<file path="src/sv/itra_pkg.sv">
package itra_pkg;

   localparam int VALUE_W     = 32;
   localparam int RADIX_W     = 6;
   localparam int CHAR_W      = 7;
   localparam int MAX_DIGITS  = 32;
   localparam int QUEUE_DEPTH = 2;
   localparam int BIT_CNT_W   = $clog2(VALUE_W);

   localparam logic [RADIX_W-1:0] RADIX_RESET = 6'd10;
   localparam logic [RADIX_W-1:0] RADIX_MIN   = 6'd2;
   localparam logic [RADIX_W-1:0] RADIX_MAX   = 6'd36;
   localparam logic [RADIX_W-1:0] DECIMAL     = 6'd10;
   localparam logic [RADIX_W-1:0] DIGIT_MAX   = 6'd35;
   localparam logic [RADIX_W-1:0] DIGIT_TEN   = 6'd10;

   localparam logic [CHAR_W-1:0] CHAR_MINUS = 7'h2D;
   localparam logic [CHAR_W-1:0] CHAR_ZERO  = 7'h30;
   localparam logic [CHAR_W-1:0] CHAR_A     = 7'h41;

   typedef struct packed {
      logic [VALUE_W-1:0] magnitude;
      logic [RADIX_W-1:0] base;
      logic               sign;
   } itra_job_type;

   function automatic logic [CHAR_W-1:0] digit_char(input logic [RADIX_W-1:0] d);
      logic [RADIX_W-1:0] c;
      c = (d > DIGIT_MAX) ? DIGIT_MAX : d;
      if (c < DIGIT_TEN) begin
         return CHAR_ZERO + {1'b0, c};
      end else begin
         return CHAR_A + {1'b0, c - DIGIT_TEN};
      end
   endfunction

endpackage

</file>
<file path="src/sv/itra_ifs.sv">
interface itra_req_if;
   logic                          valid;
   logic                          ready;
   logic [itra_pkg::VALUE_W-1:0]  value;
   modport source (output valid, output value, input ready);
   modport sink (input valid, input value, output ready);
endinterface

interface itra_rsp_if;
   logic                          valid;
   logic                          ready;
   logic [itra_pkg::CHAR_W-1:0]   char_code;
   logic                          last_char;
   modport source (output valid, output char_code, output last_char, input ready);
   modport sink (input valid, input char_code, input last_char, output ready);
endinterface

interface itra_csr_if;
   logic                          valid;
   logic                          ready;
   logic [itra_pkg::RADIX_W-1:0]  radix;
   modport source (output valid, output radix, input ready);
   modport sink (input valid, input radix, output ready);
endinterface

</file>
<file path="src/sv/itra_front.sv">
module itra_front (
   input  logic                   clock,
   input  logic                   reset,
   itra_req_if.sink               req,
   itra_csr_if.sink               csr,
   input  logic                   queue_full,
   output logic                   push,
   output itra_pkg::itra_job_type job
);

   logic [itra_pkg::RADIX_W-1:0] radix_ff;
   logic [itra_pkg::RADIX_W-1:0] base;
   logic                         sign;

   always_ff @(posedge clock) begin
      if (reset) begin
         radix_ff <= itra_pkg::RADIX_RESET;
      end else if (csr.valid && csr.ready) begin
         radix_ff <= csr.radix;
      end
   end

   assign csr.ready = 1'b1;
   assign req.ready = !queue_full;
   assign push      = req.valid && req.ready;

   always_comb begin
      if (radix_ff < itra_pkg::RADIX_MIN) begin
         base = itra_pkg::RADIX_MIN;
      end else if (radix_ff > itra_pkg::RADIX_MAX) begin
         base = itra_pkg::RADIX_MAX;
      end else begin
         base = radix_ff;
      end
      // only decimal shows a sign
      sign          = (base == itra_pkg::DECIMAL) && req.value[itra_pkg::VALUE_W-1];
      job.base      = base;
      job.sign      = sign;
      job.magnitude = sign ? (~req.value + itra_pkg::VALUE_W'(1)) : req.value;
   end

endmodule

</file>
<file path="src/sv/itra_queue.sv">
module itra_queue (
   input  logic                   clock,
   input  logic                   reset,
   input  logic                   push,
   input  itra_pkg::itra_job_type job_in,
   input  logic                   pop,
   output itra_pkg::itra_job_type job_out,
   output logic                   not_empty,
   output logic                   full
);

   localparam int PTR_W = $clog2(itra_pkg::QUEUE_DEPTH);
   localparam int CNT_W = $clog2(itra_pkg::QUEUE_DEPTH + 1);

   itra_pkg::itra_job_type entry_ff [itra_pkg::QUEUE_DEPTH];
   logic [PTR_W-1:0] wr_ptr_ff;
   logic [PTR_W-1:0] rd_ptr_ff;
   logic [CNT_W-1:0] count_ff;
   logic             do_push;
   logic             do_pop;

   assign full      = (count_ff == CNT_W'(itra_pkg::QUEUE_DEPTH));
   assign not_empty = (count_ff != '0);
   assign do_push   = push && !full;
   assign do_pop    = pop && not_empty;
   assign job_out   = entry_ff[rd_ptr_ff];

   always_ff @(posedge clock) begin
      if (do_push) begin
         entry_ff[wr_ptr_ff] <= job_in;
      end
   end

   always_ff @(posedge clock) begin
      if (reset) begin
         wr_ptr_ff <= '0;
         rd_ptr_ff <= '0;
         count_ff  <= '0;
      end else begin
         if (do_push) begin
            wr_ptr_ff <= (wr_ptr_ff == PTR_W'(itra_pkg::QUEUE_DEPTH - 1)) ? '0
                         : wr_ptr_ff + PTR_W'(1);
         end
         if (do_pop) begin
            rd_ptr_ff <= (rd_ptr_ff == PTR_W'(itra_pkg::QUEUE_DEPTH - 1)) ? '0
                         : rd_ptr_ff + PTR_W'(1);
         end
         if (do_push && !do_pop) begin
            count_ff <= count_ff + CNT_W'(1);
         end else if (do_pop && !do_push) begin
            count_ff <= count_ff - CNT_W'(1);
         end
      end
   end

endmodule

</file>
<file path="src/sv/itra_back.sv">
module itra_back #(
   parameter int MAX_DIGITS = itra_pkg::MAX_DIGITS
) (
   input  logic                   clock,
   input  logic                   reset,
   input  logic                   job_valid,
   input  itra_pkg::itra_job_type job,
   output logic                   pop,
   itra_rsp_if.source             rsp
);

   localparam int IDX_W = $clog2(MAX_DIGITS);
   localparam int CNT_W = $clog2(MAX_DIGITS + 1);
   localparam int VW    = itra_pkg::VALUE_W;
   localparam int RW    = itra_pkg::RADIX_W;
   localparam int BW    = itra_pkg::BIT_CNT_W;

   typedef enum logic [2:0] {
      IDLE,
      DIVIDE,
      SIGN,
      FETCH,
      EMIT
   } state_type;

   state_type                   state_ff;
   logic [VW-1:0]               quot_ff;
   logic [RW-1:0]               rem_ff;
   logic [RW-1:0]               base_ff;
   logic                        sign_ff;
   logic [BW-1:0]               bit_cnt_ff;
   logic [CNT_W-1:0]            count_ff;
   logic [IDX_W-1:0]            idx_ff;
   logic [RW-1:0]               rd_data_ff;
   logic                        rsp_valid_ff;
   logic [itra_pkg::CHAR_W-1:0] char_ff;
   logic                        last_ff;

   logic [RW-1:0]               digit_store [MAX_DIGITS];

   logic [RW:0]                 rem_shift;
   logic                        ge;
   logic [RW-1:0]               rem_in;
   logic [VW-1:0]               quot_in;
   logic [CNT_W-1:0]            count_in;
   logic                        out_free;
   logic                        digit_done;
   logic                        emit_load;

   // restoring division, one quotient bit per cycle
   always_comb begin
      rem_shift  = {rem_ff, quot_ff[VW-1]};
      ge         = (rem_shift >= {1'b0, base_ff});
      rem_in     = ge ? RW'(rem_shift - {1'b0, base_ff}) : rem_shift[RW-1:0];
      quot_in    = {quot_ff[VW-2:0], ge};
      count_in   = count_ff + CNT_W'(1);
      digit_done = (state_ff == DIVIDE) && (bit_cnt_ff == BW'(VW - 1));
      out_free   = !rsp_valid_ff || rsp.ready;
      emit_load  = out_free && (state_ff == SIGN || state_ff == EMIT);
   end

   assign pop           = (state_ff == IDLE) && job_valid;
   assign rsp.valid     = rsp_valid_ff;
   assign rsp.char_code = char_ff;
   assign rsp.last_char = last_ff;

   always_ff @(posedge clock) begin
      if (digit_done) begin
         digit_store[count_ff[IDX_W-1:0]] <= rem_in;
      end
      rd_data_ff <= digit_store[idx_ff];
   end

   always_ff @(posedge clock) begin
      if (reset) begin
         state_ff     <= IDLE;
         rsp_valid_ff <= 1'b0;
         count_ff     <= '0;
         bit_cnt_ff   <= '0;
         idx_ff       <= '0;
         sign_ff      <= 1'b0;
      end else begin
         if (emit_load) begin
            rsp_valid_ff <= 1'b1;
         end else if (rsp.ready) begin
            rsp_valid_ff <= 1'b0;
         end
         unique case (state_ff)
            IDLE: begin
               if (job_valid) begin
                  quot_ff    <= job.magnitude;
                  base_ff    <= job.base;
                  sign_ff    <= job.sign;
                  rem_ff     <= '0;
                  bit_cnt_ff <= '0;
                  count_ff   <= '0;
                  state_ff   <= DIVIDE;
               end
            end
            DIVIDE: begin
               bit_cnt_ff <= bit_cnt_ff + BW'(1);
               if (digit_done) begin
                  count_ff <= count_in;
                  idx_ff   <= count_ff[IDX_W-1:0];
                  rem_ff   <= '0;
                  quot_ff  <= quot_in;
                  if (quot_in == '0 || count_in >= CNT_W'(MAX_DIGITS)) begin
                     state_ff <= sign_ff ? SIGN : FETCH;
                  end
               end else begin
                  rem_ff  <= rem_in;
                  quot_ff <= quot_in;
               end
            end
            SIGN: begin
               if (out_free) begin
                  char_ff      <= itra_pkg::CHAR_MINUS;
                  last_ff      <= 1'b0;
                  state_ff     <= FETCH;
               end
            end
            FETCH: begin
               state_ff <= EMIT;
            end
            EMIT: begin
               if (out_free) begin
                  char_ff      <= itra_pkg::digit_char(rd_data_ff);
                  last_ff      <= (idx_ff == '0);
                  if (idx_ff == '0) begin
                     state_ff <= IDLE;
                  end else begin
                     idx_ff   <= idx_ff - IDX_W'(1);
                     state_ff <= FETCH;
                  end
               end
            end
            default: begin
               state_ff <= IDLE;
            end
         endcase
      end
   end

endmodule

</file>
<file path="src/sv/integer_to_radix_ascii_top.sv">
// Integer to ASCII text converter, radix 2 to 36.
// req: one 32-bit signed value per request. rsp: one ASCII character per
// transfer, most significant digit first, last_char set on the final one.
// csr: write-only radix register (reset 10); codes below 2 act as 2, above
// 36 as 36. Write it only while no request is in flight.
// In radix 10 a negative value is sent as '-' and its magnitude; in other
// radices the 32-bit pattern is taken as unsigned.
// The serial divider, one for all requests, works out one digit at a time,
// least significant first, into a digit store; only when all digits are
// done is a leading '-' sent, then each digit is read back from the store
// in a fetch step and loaded into the output register, most significant
// first.
// A two-entry queue sits between the request side and the divider, so up
// to two further requests are taken while one is being converted.
// When the receiver stalls, the current character holds in the output
// register and the converter waits; the queue keeps taking requests until
// full. Synchronous reset empties the queue, drops any pending character
// and restores radix 10.
module integer_to_radix_ascii_top #(
   parameter int MAX_DIGITS = itra_pkg::MAX_DIGITS
) (
   input logic        clock,
   input logic        reset,
   itra_req_if.sink   req,
   itra_rsp_if.source rsp,
   itra_csr_if.sink   csr
);

   itra_pkg::itra_job_type front_job;
   itra_pkg::itra_job_type queue_job;
   logic                   push;
   logic                   pop;
   logic                   queue_full;
   logic                   queue_valid;

   itra_front u_front (
      .clock      (clock),
      .reset      (reset),
      .req        (req),
      .csr        (csr),
      .queue_full (queue_full),
      .push       (push),
      .job        (front_job)
   );

   itra_queue u_queue (
      .clock     (clock),
      .reset     (reset),
      .push      (push),
      .job_in    (front_job),
      .pop       (pop),
      .job_out   (queue_job),
      .not_empty (queue_valid),
      .full      (queue_full)
   );

   itra_back #(
      .MAX_DIGITS (MAX_DIGITS)
   ) u_back (
      .clock     (clock),
      .reset     (reset),
      .job_valid (queue_valid),
      .job       (queue_job),
      .pop       (pop),
      .rsp       (rsp)
   );

endmodule

</file>
<file path="src/flat_wrapper.sv">
// flat-port wrapper written by rule: the top's interface ports become plain ports
module integer_to_radix_ascii_top_flat 
#(
   parameter int MAX_DIGITS = itra_pkg::MAX_DIGITS
)
  (clock, reset, req_valid, req_value, req_ready, rsp_valid, rsp_char_code, rsp_last_char, rsp_ready, csr_valid, csr_radix, csr_ready);
  itra_req_if req_i ();
  itra_rsp_if rsp_i ();
  itra_csr_if csr_i ();
  input logic clock;
  input logic reset;
  input wire logic [$bits(req_i.valid)-1:0] req_valid;
  input wire logic [$bits(req_i.value)-1:0] req_value;
  output wire logic [$bits(req_i.ready)-1:0] req_ready;
  output wire logic [$bits(rsp_i.valid)-1:0] rsp_valid;
  output wire logic [$bits(rsp_i.char_code)-1:0] rsp_char_code;
  output wire logic [$bits(rsp_i.last_char)-1:0] rsp_last_char;
  input wire logic [$bits(rsp_i.ready)-1:0] rsp_ready;
  input wire logic [$bits(csr_i.valid)-1:0] csr_valid;
  input wire logic [$bits(csr_i.radix)-1:0] csr_radix;
  output wire logic [$bits(csr_i.ready)-1:0] csr_ready;
  assign req_i.valid = req_valid;
  assign req_i.value = req_value;
  assign req_ready = req_i.ready;
  assign rsp_valid = rsp_i.valid;
  assign rsp_char_code = rsp_i.char_code;
  assign rsp_last_char = rsp_i.last_char;
  assign rsp_i.ready = rsp_ready;
  assign csr_i.valid = csr_valid;
  assign csr_i.radix = csr_radix;
  assign csr_ready = csr_i.ready;
  integer_to_radix_ascii_top #(.MAX_DIGITS(MAX_DIGITS)) u_core (.clock(clock), .reset(reset), .req(req_i), .rsp(rsp_i), .csr(csr_i));
endmodule
</file>
<file path="config.mk">
export PLATFORM = sky130hd
export DESIGN_NAME = integer_to_radix_ascii_top_flat
export DESIGN_NICKNAME = d
export VERILOG_FILES = /design/src/sv/itra_pkg.sv /design/src/sv/itra_ifs.sv /design/src/sv/itra_front.sv /design/src/sv/itra_queue.sv /design/src/sv/itra_back.sv /design/src/sv/integer_to_radix_ascii_top.sv /design/src/flat_wrapper.sv
export SDC_FILE = /design/constraint.sdc
export NUM_CORES = 1
export LEC_CHECK = 0
export BUFFER_PORTS_ARGS = -buffer_cell sky130_fd_sc_hd__buf_4
export CAP_MARGIN = 15
export CORE_MARGIN = 1.5
export CORE_UTILIZATION = 50
export DETAILED_ROUTE_END_ITERATION = 7
export GPL_TIMING_DRIVEN = 0
export PLACE_DENSITY = 0.66
export SYNTH_ARGS = -nofsm -noshare
export SYNTH_HDL_FRONTEND = slang
export SYNTH_HIERARCHICAL = 1
export SYNTH_SLANG_ARGS = --single-unit
</file>
<file path="constraint.sdc">
create_clock -name clock -period 4.24 [get_ports clock]
set_clock_uncertainty 0.2 [all_clocks]
set_input_delay 1.272 -clock clock [delete_from_list [all_inputs] [get_ports clock]]
set_output_delay 1.272 -clock clock [all_outputs]
set_load 0.02 [all_outputs]
</file>
==> results of run 1 <==
-- report_power, final --
part / switching (uW) / internal [uW] / total, uW
logic: 1650 / 832 / 2490
clock network: 1270 / 2120 / 3390
registers: 144 / 4970 / 5110
-- registers in the layout, indices dropped and copies added, names as in the netlist, 3 cells and up, named ones only --
register and count:
u_core/u_back/idx_ff 5, u_core/u_back/state_ff 3, u_core/u_back/rsp.char_code 7, u_core/u_queue/entry_ff 78, u_core/u_back/count_ff 6, u_core/u_back/base_ff 6, u_core/u_front/radix_ff 6, u_core/u_back/digit_store 192
u_core/u_back/rem_ff 6, u_core/u_back/rd_data_ff 6, u_core/u_back/bit_cnt_ff 5, u_core/u_back/quot_ff 32
-- critical path, cell delays in order (launching register included) --
cell                       delay (ns)
sky130_fd_sc_hd__edfxtp_1        0.42
sky130_fd_sc_hd__ha_1            0.37
sky130_fd_sc_hd__a21o_1          0.19
sky130_fd_sc_hd__a211o_1         0.28
sky130_fd_sc_hd__a41oi_1         0.66
sky130_fd_sc_hd__buf_2           0.36
sky130_fd_sc_hd__nand2_1         0.10
sky130_fd_sc_hd__o21ai_2         0.31
sky130_fd_sc_hd__buf_8           0.25
sky130_fd_sc_hd__nor3b_1         0.19
-- final cells by class --
type	count	area, um2
timing repair buffer	61	544
inverter	27	101
clock inverter	17	228
tap	396	495
buffer	50	255
clock buffer	50	1060
multi-input combinational	604	4850
fill	2385	12700
sequential	360	10400
-- cells in the final DEF (no fill, tap or decap), types with 6 or more instances in the layout --
cell,count
sky130_fd_sc_hd__edfxtp_1,322
sky130_fd_sc_hd__nand2_1,133
sky130_fd_sc_hd__nor2_1,85
sky130_fd_sc_hd__buf_4,58
sky130_fd_sc_hd__mux4_2,57
sky130_fd_sc_hd__mux2_2,45
sky130_fd_sc_hd__clkbuf_16,41
sky130_fd_sc_hd__dfxtp_1,38
sky130_fd_sc_hd__clkbuf_1,35
sky130_fd_sc_hd__a21oi_1,32
sky130_fd_sc_hd__inv_1,25
sky130_fd_sc_hd__o21ai_0,23
sky130_fd_sc_hd__xor2_1,22
sky130_fd_sc_hd__xnor2_1,20
sky130_fd_sc_hd__ha_1,18
sky130_fd_sc_hd__nor3_1,14
sky130_fd_sc_hd__nor2b_1,13
sky130_fd_sc_hd__nor4_1,13
sky130_fd_sc_hd__buf_2,9
sky130_fd_sc_hd__mux2i_1,9
sky130_fd_sc_hd__nand3_1,8
sky130_fd_sc_hd__clkinv_1,7
sky130_fd_sc_hd__nand3b_1,7
sky130_fd_sc_hd__bufinv_16,6
sky130_fd_sc_hd__nor3b_1,6
sky130_fd_sc_hd__or3_1,6
-- layer usage --
layer,vias to the layer above,track usage
li1,4145,-
met1,4313,0.250
met2,237,0.338
met3,54,0.0320
met4,0,0.0677
met5,-,0
-- worst max-delay path by stage --
stage / from / to / depth (start not counted)
after floorplan: reset / u_core/u_back/quot_ff[0] / 3
after global placement: u_core/u_back/rem_ff[1] / u_core/u_back/digit_store[16][0] / 6
after detailed placement: reset / u_core/u_back/rsp.char_code[3] / 4
after CTS: u_core/u_back/rem_ff[3] / u_core/u_back/rem_ff[0] / 9
after global routing: u_core/u_back/rem_ff[3] / u_core/u_back/rem_ff[0] / 9
final: u_core/u_back/rem_ff[3] / u_core/u_back/rem_ff[0] / 9
-- stage by stage --
step	utilization	setup TNS [ns]	total power, uW	area [um2]
6_report	0.586	0	11000	18000
5_1_grt	0.586	0	11500	18000
4_1_cts	0.585	0	11100	18000
3_5_place_dp	0.543	0	7690	16700
3_3_place_gp	0.537	-179.27	7360	16500
2_1_floorplan	-	0	6620	15600
-- cell families (layout without fill, tap and decap cells) --
family                   count (synthesis)  count (layout)  share of synthesized area
other                                    1               1                   0.000240
AO/OA/AOI/OAI                          108             108                     0.0469
multiplexers                           111             111                      0.121
AND/OR/NAND/NOR                        322             322                      0.101
adder cells (fa/ha/maj)                 20              20                     0.0164
XOR/XNOR                                42              42                     0.0236
buffers and inverters                   77             205                     0.0229
flip-flops                             360             360                      0.669
==> run summary, run 1 <==
Slack of the critical path: 0.742 ns. The final layout contains 1204 nets. Setup repair after global routing left no endpoint under its margin. The aggregate global-route resource usage is 0.195, and the met1 wire length is 13100 um. Most used flip-flop cell after synthesis: sky130_fd_sc_hd__edfxtp_1. The non-filler instance count after layout is 1565, and the share of the cycle needed by the critical path after routing is 0.825. Setup violations remaining at the end of the flow were counted as 0.

The worst-case reg-to-reg path depth is 9, and the max-slew violation count is 0. The H-tree generated during clock tree synthesis spans 2 levels. The share of Yosys cell area claimed by the top area cell type came out at 0.620.

The placed cell count is 1497, and the number of top-level pins is 54. Clock-pin slew was measured on the worst setup and hold paths at 0.06 ns. The routed wire length was 31100 um; the total number of vias was 8749. The number of antenna diodes in the final layout is 0. The worst hold path begins at u_core/u_back/sign_ff. Along the worst path, the maximum fanout reaches 17. The final number of hold-violating endpoints is 0, and the post-synthesis area per instance is 15.0 um2. Cell accounting for the most synthesized area: sky130_fd_sc_hd__edfxtp_1. For the worst-skew pair, the clock arrives at the later sink with an insertion delay of 0.52 ns. The capture instance of the worst register-to-register path was u_core/u_back/rem_ff[0].

The most frequently used cell type in the post-synthesis netlist was sky130_fd_sc_hd__edfxtp_1. The area enclosed by the die boundary was 0.0323 mm2. Relative to the synthesized area, the layout overhead comes to 15.2%. In this run the standard cell core region covers 0.0307 mm2. The logs give 351 uV for the worst IR drop on VDD and 4.39 ns for the required time of the critical path. The tools report the startpoint of the worst-slack reg-to-reg timing path as u_core/u_back/rem_ff[3]. The path class of the lowest-slack min-delay path was flip-flop to flip-flop. The run gives 49000 um as the wire length of the first global-routing pass. Power per standard cell area: 611 mW/mm2. The kind of capture point of the worst setup path was a flip-flop.

The initial antenna violation count was 0; the detailed router's first-iteration violation count was 687. The worst setup path is launched from a flip-flop. The placement row count is 64. The share of the yosys chip area belonging to registers is 0.669, and the area of the mapped netlist is 0.0156 mm2.

The routed via count divided by cell count was 5.59. Across all hold checks on the routed design, the worst slack comes to 0.262 ns. The critical path in this run is classified as flip-flop to flip-flop. At the worst endpoint, the arrival time is 3.64 ns. For the post-CTS setup buffer count, the log shows 0. The number of instances on the worst hold path is 2. The run gives 0.426 as the relative slew slack. The run gives 1103 as the number of nets in the synthesized netlist.

The proportion of layout cells with a drive suffix above 1 is 0.228, and the final critical path time including I/O delays and setup is 3.50 ns. The commonest cells after synthesis are sky130_fd_sc_hd__edfxtp_1 (322), sky130_fd_sc_hd__nand2_1 (133), sky130_fd_sc_hd__nor2_1 (86). The logs give 1041 for the number of standard cells after synthesis and 40 for the pin count of the biggest net entering global routing.

The die is 180 um wide. Cell at the root of the clock tree: sky130_fd_sc_hd__clkbuf_16. TritonCTS built the clock tree. In this run the tool buffered the top-level ports with 51 buffer cells. The number of gates resized after CTS was 0. The fraction of registers with async set/reset came out at 0. In this run, synthesis produced a sequential element count of 360. For the number of sinks handled by clock tree synthesis, the log shows 360.

The first detailed-routing pass ran for 7 iterations. The tools report the worst-case setup slack after placement as 0.606 ns. By area the synthesized netlist is led by sky130_fd_sc_hd__edfxtp_1 (62%), sky130_fd_sc_hd__mux4_2 (8.2%), sky130_fd_sc_hd__dfxtp_1 (4.9%), sky130_fd_sc_hd__mux2_2 (3.2%), sky130_fd_sc_hd__nand2_1 (3.2%).

The highest routed metal layer is met4. After detailed routing, the met2 layer carries 15600 um of wire. The die is 180 um tall.

The initial cell density of the core came out at 0.508. The clock passes through at most 3 buffers. Dividing the detail-routed wire length by the instance count gives 19.9 um. The detail route stage leaves a number of antenna-violating nets equal to 0. The setup check on the worst reg-to-reg path leaves a slack of 0.74 ns. The met3 wirelength from detailed routing came out at 1490 um. The tools report the global placer's final weighted congestion as 0.855. For hold timing, the worst endpoint is u_core/u_back/sign_ff. Buffers inserted during clock tree synthesis total 38. For this run, the top clock speed supported by timing is 286 MHz. The run gives 0 as the cts-stage hold buffer count.

The run gives 0 as the number of maximum-capacitance violations. The logs give 0 for the residual overflow from global routing and 0 for the detailed-route DRC error count. At the pin with the least slew margin, the transition time is 0.850 ns. The logs give 8844 for the number of global-route vias before repair and 71 for the number of library cell types mapped by synthesis. In this run, synthesis inferred 322 flip-flops with an integrated enable. The run finished with clean final reports.

The HPWL after detailed placement is 21900 um. The logs give 6 for the warning count from the yosys run and 0.00607 uW for the leakage power figure.
Power figures use the tool's default switching activity.
==> run 2: changes to the inputs <==
==> constraint.sdc (replaced) <==
create_clock -name clock -period 3.5 [get_ports clock]
set_clock_uncertainty 0.2 [all_clocks]
set_input_delay 1.05 -clock clock [delete_from_list [all_inputs] [get_ports clock]]
set_output_delay 1.05 -clock clock [all_outputs]
set_load 0.02 [all_outputs]
==> run summary, run 2 (same netlist as run 1, synthesis figures left out) <==
The run gives 0 (unchanged) as the residual overflow from global routing. The tools report the area enclosed by the die boundary as 0.0323 mm2 (unchanged). The tools report the kind of capture point of the worst setup path as a flip-flop.

The detailed-route DRC error count came out at 0 (unchanged). The logs give 0.52 ns (about the same) for the latest clock arrival within the worst-skew pair and 0 (unchanged) for the number of maximum-capacitance violations. The global placer's final weighted congestion is 0.862 (+0.80%), and the deepest level of the CTS H-tree is 2 (unchanged). The number of flip-flops under the largest register name was 192 (unchanged); the remaining number of nets flagged by the antenna check after routing was 0 (unchanged).

The area growth from synthesis to layout is 14.5%. STA classifies the critical path startpoint as a flip-flop. The highest clock frequency the design can meet was 306 MHz (+7.1%); the initial cell density of the core was 0.508 (unchanged).

The run gives 0 ns (unchanged) as the aggregate negative setup slack. The endpoint arrival time on the critical path is 3.41 ns (-0.23 ns). Number of global-route vias before repair: 8923 (+0.89%). The path type of the worst setup path was flip-flop to flip-flop.

Share of the cycle needed by the critical path after routing: 0.933 (+0.108). The flow ran to the end, and the final reports show no timing, DRC or antenna violations. The logs give 0.235 ns (-0.507 ns) for the slack of the critical path and 0.0307 mm2 (unchanged) for the area of the placeable core.

Setup repair after global routing left no endpoint under its margin. The total number of vias is 8786 (+0.42%), and the clock transition at the registers of the reported paths is 0.06 ns (about the same). The power per standard cell area is 728 mW/mm2 (+19%). The run gives 0 (unchanged) as the final setup violation count. Leaving out fill and tap cells, the most frequent cell in the layout is sky130_fd_sc_hd__edfxtp_1.

For the placed wire-length estimate after detailed placement, the log shows 21700 um (-1.0%). Routed via count divided by cell count: 5.62 (+0.62%). Number of port buffers: 51 (unchanged).

For the worst IR drop on VDD, the log shows 404 uV (+15%). The run gives 360 (unchanged) as the number of sinks handled by clock tree synthesis. The placement row count came out at 64 (unchanged). The aggregate global-route resource usage is 0.193 (-0.00186), and the critical-path maximum fanout is 17 (unchanged). The tools report the cell at the root of the clock tree as sky130_fd_sc_hd__clkbuf_16. Detailed router's first-iteration violation count: 632 (-8.0%). Wire length of the first global-routing pass: 48700 um (-0.61%).

The share of the core filled with cells came out at 0.582 (-0.00363). TritonCTS built the clock tree. In the layout the commonest cells are sky130_fd_sc_hd__edfxtp_1 (322), sky130_fd_sc_hd__nand2_1 (133), sky130_fd_sc_hd__nor2_1 (85). For the maximum count of clock buffers along a single path, the log shows 3 (unchanged).

The total power is 13000 uW (+18%), and the horizontal die dimension is 180 um (unchanged). The routed wire length was 30900 um (-0.65%). The run gives 0.00601 uW (-1.0%) as the leakage power figure. The transition time of the tightest slew-check pin works out to 0.881 ns (+0.0307 ns). The number of inserted diodes was 0 (unchanged). The worst hold path belongs to the class flip-flop to flip-flop. The pin count of the biggest net entering global routing is 40 (unchanged). The tools report the first-pass detailed-route iteration total as 5 (-2). The number of nets in the layout came out at 1202 (-0.17%). The required time of the critical path came out at 3.64 ns (-0.75 ns).

The vertical die dimension came out at 180 um (unchanged). The logs give 0 (unchanged) for the max-slew violation count and 0 (unchanged) for the final number of hold-violating endpoints. The final critical path time including I/O delays and setup was 3.26 ns (-0.233 ns); the initial antenna violation count was 0 (unchanged). The relative slew slack came out at 0.413 (-0.0130).

The proportion of layout cells with a drive suffix above 1 was 0.226 (-0.00199); the TritonCTS buffer count was 37 (-2.6%). Worst-case setup slack after placement: -0.0344 ns (-0.640 ns). For the number of top-level pins, the log shows 54 (unchanged). The average wire per cell in the routed design was 19.8 um (-0.46%).

The tightest hold margin was 0.260 ns (-0.00204 ns).
## run 2: metal layers
layer	GRT usage	vias to the layer above	part of all wire
li1	-	4145	-
met1	0.250	4342	0.43
met2	0.328	226	0.49
met3	0.0278	73	0.042
met4	0.0813	0	0.040
met5	0	-	0
## run 2: layout make-up
class,count,area [um2]
buffer,50,255
clock buffer,49,991
clock inverter,16,199
fill,2418,12800
inverter,27,101
multi-input combinational,604,4860
sequential,360,10400
tap,396,495
timing repair buffer,60,517
## run 2: through the flow
stage	area, um2	instances
finish	17900	1562
global route	17900	1562
CTS	17800	1561
detailed placement	16600	1496
global placement	16500	1488
floorplan	15600	1041
## run 2: what timing repair did
item / in CTS / in global routing
setup buffers: 0 / 0
resized for setup: 1 / 0
hold endpoints to repair: 0 / 0
hold buffers: 0 / 0
setup endpoints to repair: 1 / 0
## run 2: worst paths after layout
kind / start / end / slack, ns / cells past startpoint
setup reg to reg: u_core/u_back/rem_ff[3] / u_core/u_back/rem_ff[0] / 0.24 / 9
setup / recovery: u_core/u_back/rem_ff[3] / u_core/u_back/rem_ff[0] / 0.24 / 9
hold reg to reg: u_core/u_back/sign_ff / u_core/u_back/sign_ff / 0.26 / 2
hold / removal: u_core/u_back/sign_ff / u_core/u_back/sign_ff / 0.26 / 2
## run 2: worst max-delay path: stages, from the launching register on
cell                       delay, ns
sky130_fd_sc_hd__edfxtp_1       0.42
sky130_fd_sc_hd__ha_1           0.38
sky130_fd_sc_hd__a21o_1         0.20
sky130_fd_sc_hd__a211o_1        0.30
sky130_fd_sc_hd__a41oi_2        0.41
sky130_fd_sc_hd__buf_2          0.32
sky130_fd_sc_hd__nand2_1        0.09
sky130_fd_sc_hd__o21ai_2        0.32
sky130_fd_sc_hd__buf_8          0.25
sky130_fd_sc_hd__nor3b_1        0.20
## run 2: where the power goes
| part | internal (uW) | switching [uW] | total (uW) |
|---|---|---|---|
| clock | 2290 | 1550 | 3840 |
| combinational | 955 | 2010 | 2960 |
| sequential | 6020 | 174 | 6190 |
| total | 9270 | 3730 | 13000 |
==> run 3: changes to the inputs <==
--- a/config.mk
+++ b/config.mk
@@ -5,6 +5,7 @@
 export SDC_FILE = /design/constraint.sdc
 export NUM_CORES = 1
 export LEC_CHECK = 0
+export ABC_AREA = 1
 export BUFFER_PORTS_ARGS = -buffer_cell sky130_fd_sc_hd__buf_4
 export CAP_MARGIN = 15
 export CORE_MARGIN = 1.5
==> run summary, run 3 <==
In this run the top signal layer used is met4. The number of standard cells after synthesis is 1619 (+56%), and the share of the cycle needed by the critical path after routing is 0.871 (-0.0614). The area share of xor/xnor cells in the synthesized design was 0.00842 (-0.0152); the number of top-level pins was 54 (unchanged). The placed cell count came out at 2116 (+41%).

The max-slew violation count was 0 (unchanged). The number of enable flip-flop cells after synthesis came out at 322 (unchanged). The register bit total from synthesis works out to 360 (unchanged). The met2 wirelength from detailed routing is 19400 um (+28%), and the latest clock arrival within the worst-skew pair is 0.55 ns (+0.03 ns). The placement row count is 66 (+3.1%), and the number of maximum-capacitance violations is 0 (unchanged). The share of the core filled with cells is 0.584 (+0.00196). The multiplexer area fraction after synthesis was 0.0286 (-0.0920); the fraction of registers with async set/reset was 0 (unchanged).

Final critical path time including I/O delays and setup: 3.05 ns (-0.215 ns). The post-synthesis area per instance came out at 10.3 um2 (-31%). The worst IR drop on VDD came out at 381 uV (-5.7%). The pin count of the biggest net entering global routing is 33 (-18%). The share of the yosys chip area belonging to registers came out at 0.627 (-0.0423). The clock transition at the registers of the reported paths came out at 0.06 ns (about the same).

The fraction of the mapped netlist area in adder cells came out at 0.0147 (-0.00164). Setup repair after global routing left no endpoint under its margin. The transition time of the tightest slew-check pin was 1.21 ns (+0.327 ns); the deepest level of the CTS H-tree was 2 (unchanged). The number of flip-flops under the largest register name came out at 192 (unchanged). Largest delay contributor family on the critical path: buffers and inverters. The non-filler instance count after layout came out at 2189 (+40%).

The tools report the routed wire length as 40000 um (+29%). The logs give 0.239 (+0.0461) for the aggregate global-route resource usage and 0 (unchanged) for the initial antenna violation count. The relative slew slack is 0.194 (-0.219). Startpoint of the lowest-slack hold path: u_core/u_back/bit_cnt_ff[4].

The wire length of the first global-routing pass came out at 62100 um (+28%). The aggregate negative setup slack was 0 ns (unchanged). The critical path buffer and inverter count is 3 (+1). For the tightest hold margin, the log shows 0.265 ns (+0.00500 ns). Power per standard cell area: 834 mW/mm2 (+15%). By area, the combinational part of the netlist is dominated by simple AND/OR/NAND/NOR gates. The number of inserted diodes was 0 (unchanged); the number of library cell types mapped by synthesis was 45 (-37%).

The complex-gate fraction of the synthesized area was 0.0598 (+0.0130). The slack of the critical path was 0.450 ns (+0.215 ns). The met1 wire length is 16800 um (+27%), and the number of nets in the synthesized netlist is 1681 (+52%). The tightest min-delay check is of the flip-flop to flip-flop type. The total number of vias came out at 11.7k (+33%). The logs give 328 MHz (+7.0%) for the highest clock frequency the design can meet and 6 (unchanged) for the warning count from the yosys run.

The TritonCTS buffer count came out at 39 (+5.4%). The most frequently used cell type in the post-synthesis netlist is sky130_fd_sc_hd__nand2_1. The final number of hold-violating endpoints is 0 (unchanged), and the average wire per cell in the routed design is 18.3 um (-7.7%). The worst-case setup slack after placement is 0.221 ns (+0.255 ns), and the layout overhead on the synthesized area is 14.4% (about the same). The met3 wirelength from detailed routing is 2580 um (+97%). The flow ran to the end, and the final reports show no timing, DRC or antenna violations. The number of global-route vias before repair is 11.4k (+28%), and the number of sinks handled by clock tree synthesis is 360 (unchanged). Critical-path maximum fanout: 32 (+15). The routed via count divided by cell count is 5.36 (-4.7%).

The leading cell type in the layout, fill and taps excluded is sky130_fd_sc_hd__nand2_1. The logs give 0.0326 mm2 (+6.4%) for the area of the placeable core and 0 (unchanged) for the cts-stage hold buffer count. The share of synthesized cell area in and, or, nand and nor gates came out at 0.210 (+0.110).

TritonCTS built the clock tree. In the synthesized netlist the dominant register cell turns out to be sky130_fd_sc_hd__edfxtp_1. The post-cts repair resize count came out at 0 (-1). The critical path starts at u_core/u_back/rem_ff[3].

The horizontal die dimension was 185 um (+3.3%); the number of fill cells was 2807 (+16%). For the area enclosed by the die boundary, the log shows 0.0344 mm2 (+6.6%). The tools report the area of the mapped netlist as 0.0166 mm2 (+6.7%).

In this run the clock root is driven by a sky130_fd_sc_hd__clkbuf_16. Ranked by total cell area, the synthesized netlist is headed by sky130_fd_sc_hd__edfxtp_1 (58%), sky130_fd_sc_hd__nand2_1 (10%), sky130_fd_sc_hd__nor2_1 (4.8%), sky130_fd_sc_hd__dfxtp_1 (4.6%), sky130_fd_sc_hd__nand3_1 (3.5%). The run gives 3.02 ns (-0.39 ns) as the endpoint arrival time on the critical path. The tools report the required time of the critical path as 3.47 ns (-0.17 ns). In the synthesized netlist, the cells that appear most often are sky130_fd_sc_hd__nand2_1 (449), sky130_fd_sc_hd__edfxtp_1 (322), sky130_fd_sc_hd__nor2_1 (211). The tools report the critical path startpoint category as a flip-flop. The cell accounting for the most synthesized area is sky130_fd_sc_hd__edfxtp_1. Share of Yosys cell area claimed by the top area cell type: 0.581 (-0.0392). The leakage power figure is 0.00727 uW (+21%). STA classifies the critical path endpoint as a flip-flop.

The cell with the biggest individual delay on the critical path is sky130_fd_sc_hd__inv_1. The most frequent cell on the critical path was sky130_fd_sc_hd__nand2_1. The peak per-stage delay on the critical path is 0.80 ns (+0.38 ns). The detailed router's first-iteration violation count came out at 1107 (+75%). The run gives 6 (+1) as the first-pass detailed-route iteration total. The run gives 0.510 (+0.00187) as the initial cell density of the core. The worst setup path is of the flip-flop to flip-flop kind.

The tools report the maximum count of clock buffers along a single path as 3 (unchanged). The run gives 0 (unchanged) as the detailed-route DRC error count. In the layout the commonest cells are sky130_fd_sc_hd__nand2_1 (449), sky130_fd_sc_hd__edfxtp_1 (322), sky130_fd_sc_hd__nor2_1 (208). The number of port buffers was 52 (+2.0%).

The critical path goes through ha_1, nand2_1, nand2_1, nand2_1, nand3_1, nor2_4, inv_2, buf_6, nand2_1, o21ai_1, inv_1. The final setup violation count is 0 (unchanged), and the remaining number of nets flagged by the antenna check after routing is 0 (unchanged). The number of nets in the layout was 1779 (+48%).

Placed wire-length estimate after detailed placement: 27500 um (+27%). The worst register-to-register path begins at u_core/u_back/rem_ff[3]. The post-CTS setup buffer count came out at 0 (unchanged). The global placer's final weighted congestion was 0.898 (+4.2%); the proportion of layout cells with a drive suffix above 1 was 0.154 (-0.0716).

The vertical die dimension came out at 185 um (+3.3%). Residual overflow from global routing: 0 (unchanged).
## run 3: cell count changes after synthesis, sizes merged, moves of 11 or more
cell	delta
nand2	+329
nor2	+139
nand3	+113
inv	+85
o21ai	+74
mux4	-57
buf	+33
clkbuf	-17
xnor2	-17
nor4	-15
o221ai	+15
nor2b	-14
nor3	-11
## run 3: cells by family after synthesis
family | count (synthesis)
and+or+nand+nor | 833
DFF | 360
buffers and inverters | 177
AOI/OAI and AO/OA | 174
muxes | 39
adders and majority gates | 19
xor gates and xnor gates | 16
other | 1
## run 3: worst paths after layout
kind / slack [ns] / endpoint / depth (start not counted)
setup / recovery: 0.45 / u_core/u_back/digit_store[20][1] / 11
hold / removal: 0.26 / u_core/u_back/bit_cnt_ff[4] / 2
setup reg to reg: 0.45 / u_core/u_back/digit_store[20][1] / 11
hold reg to reg: 0.26 / u_core/u_back/bit_cnt_ff[4] / 2
## run 3: area by class of cell
cell class	instances	area (um2)	area share
Timing Repair Buffer	57	493	0.0259
Tap cell	442	553	0.0290
Multi-Input combinational cell	1082	5380	0.283
Sequential cell	360	10400	0.547
Buffer	66	434	0.0228
Inverter	111	422	0.0221
Clock buffer	49	1030	0.0542
Clock inverter	22	303	0.0159
## run 3: per-stage QoR
stage / power (uW) / area, um2
6_report: 15900 / 19100
5_1_grt: 16700 / 19100
4_1_cts: 15900 / 19000
3_5_place_dp: 11600 / 17700
3_3_place_gp: 11400 / 17600
2_1_floorplan: 9760 / 16600
## run 3: worst reg2reg max path, stage by stage, from the launching register on
cell and delay, ns:
sky130_fd_sc_hd__edfxtp_1 0.42, sky130_fd_sc_hd__ha_1 0.39, sky130_fd_sc_hd__nand2_1 0.09, sky130_fd_sc_hd__nand2_1 0.07, sky130_fd_sc_hd__nand2_1 0.07, sky130_fd_sc_hd__nand3_1 0.12, sky130_fd_sc_hd__nor2_4 0.17, sky130_fd_sc_hd__inv_2 0.06
sky130_fd_sc_hd__buf_6 0.13, sky130_fd_sc_hd__nand2_1 0.05, sky130_fd_sc_hd__o21ai_1 0.07, sky130_fd_sc_hd__inv_1 0.80
## run 3: per-layer routing
layer / global-route usage / vias to the layer above
li1: - / 5716
met1: 0.311 / 5526
met2: 0.415 / 405
met3: 0.0305 / 82
met4: 0.0784 / 0
met5: 0 / -
## run 3: where the power goes
| part | total, uW | leakage (uW) | switching, uW | internal [uW] |
|---|---|---|---|---|
| combinational | 5360 | 0.00338 | 3730 | 1620 |
| clock | 4250 | 0.000652 | 1680 | 2560 |
| sequential | 6290 | 0.00324 | 228 | 6060 |
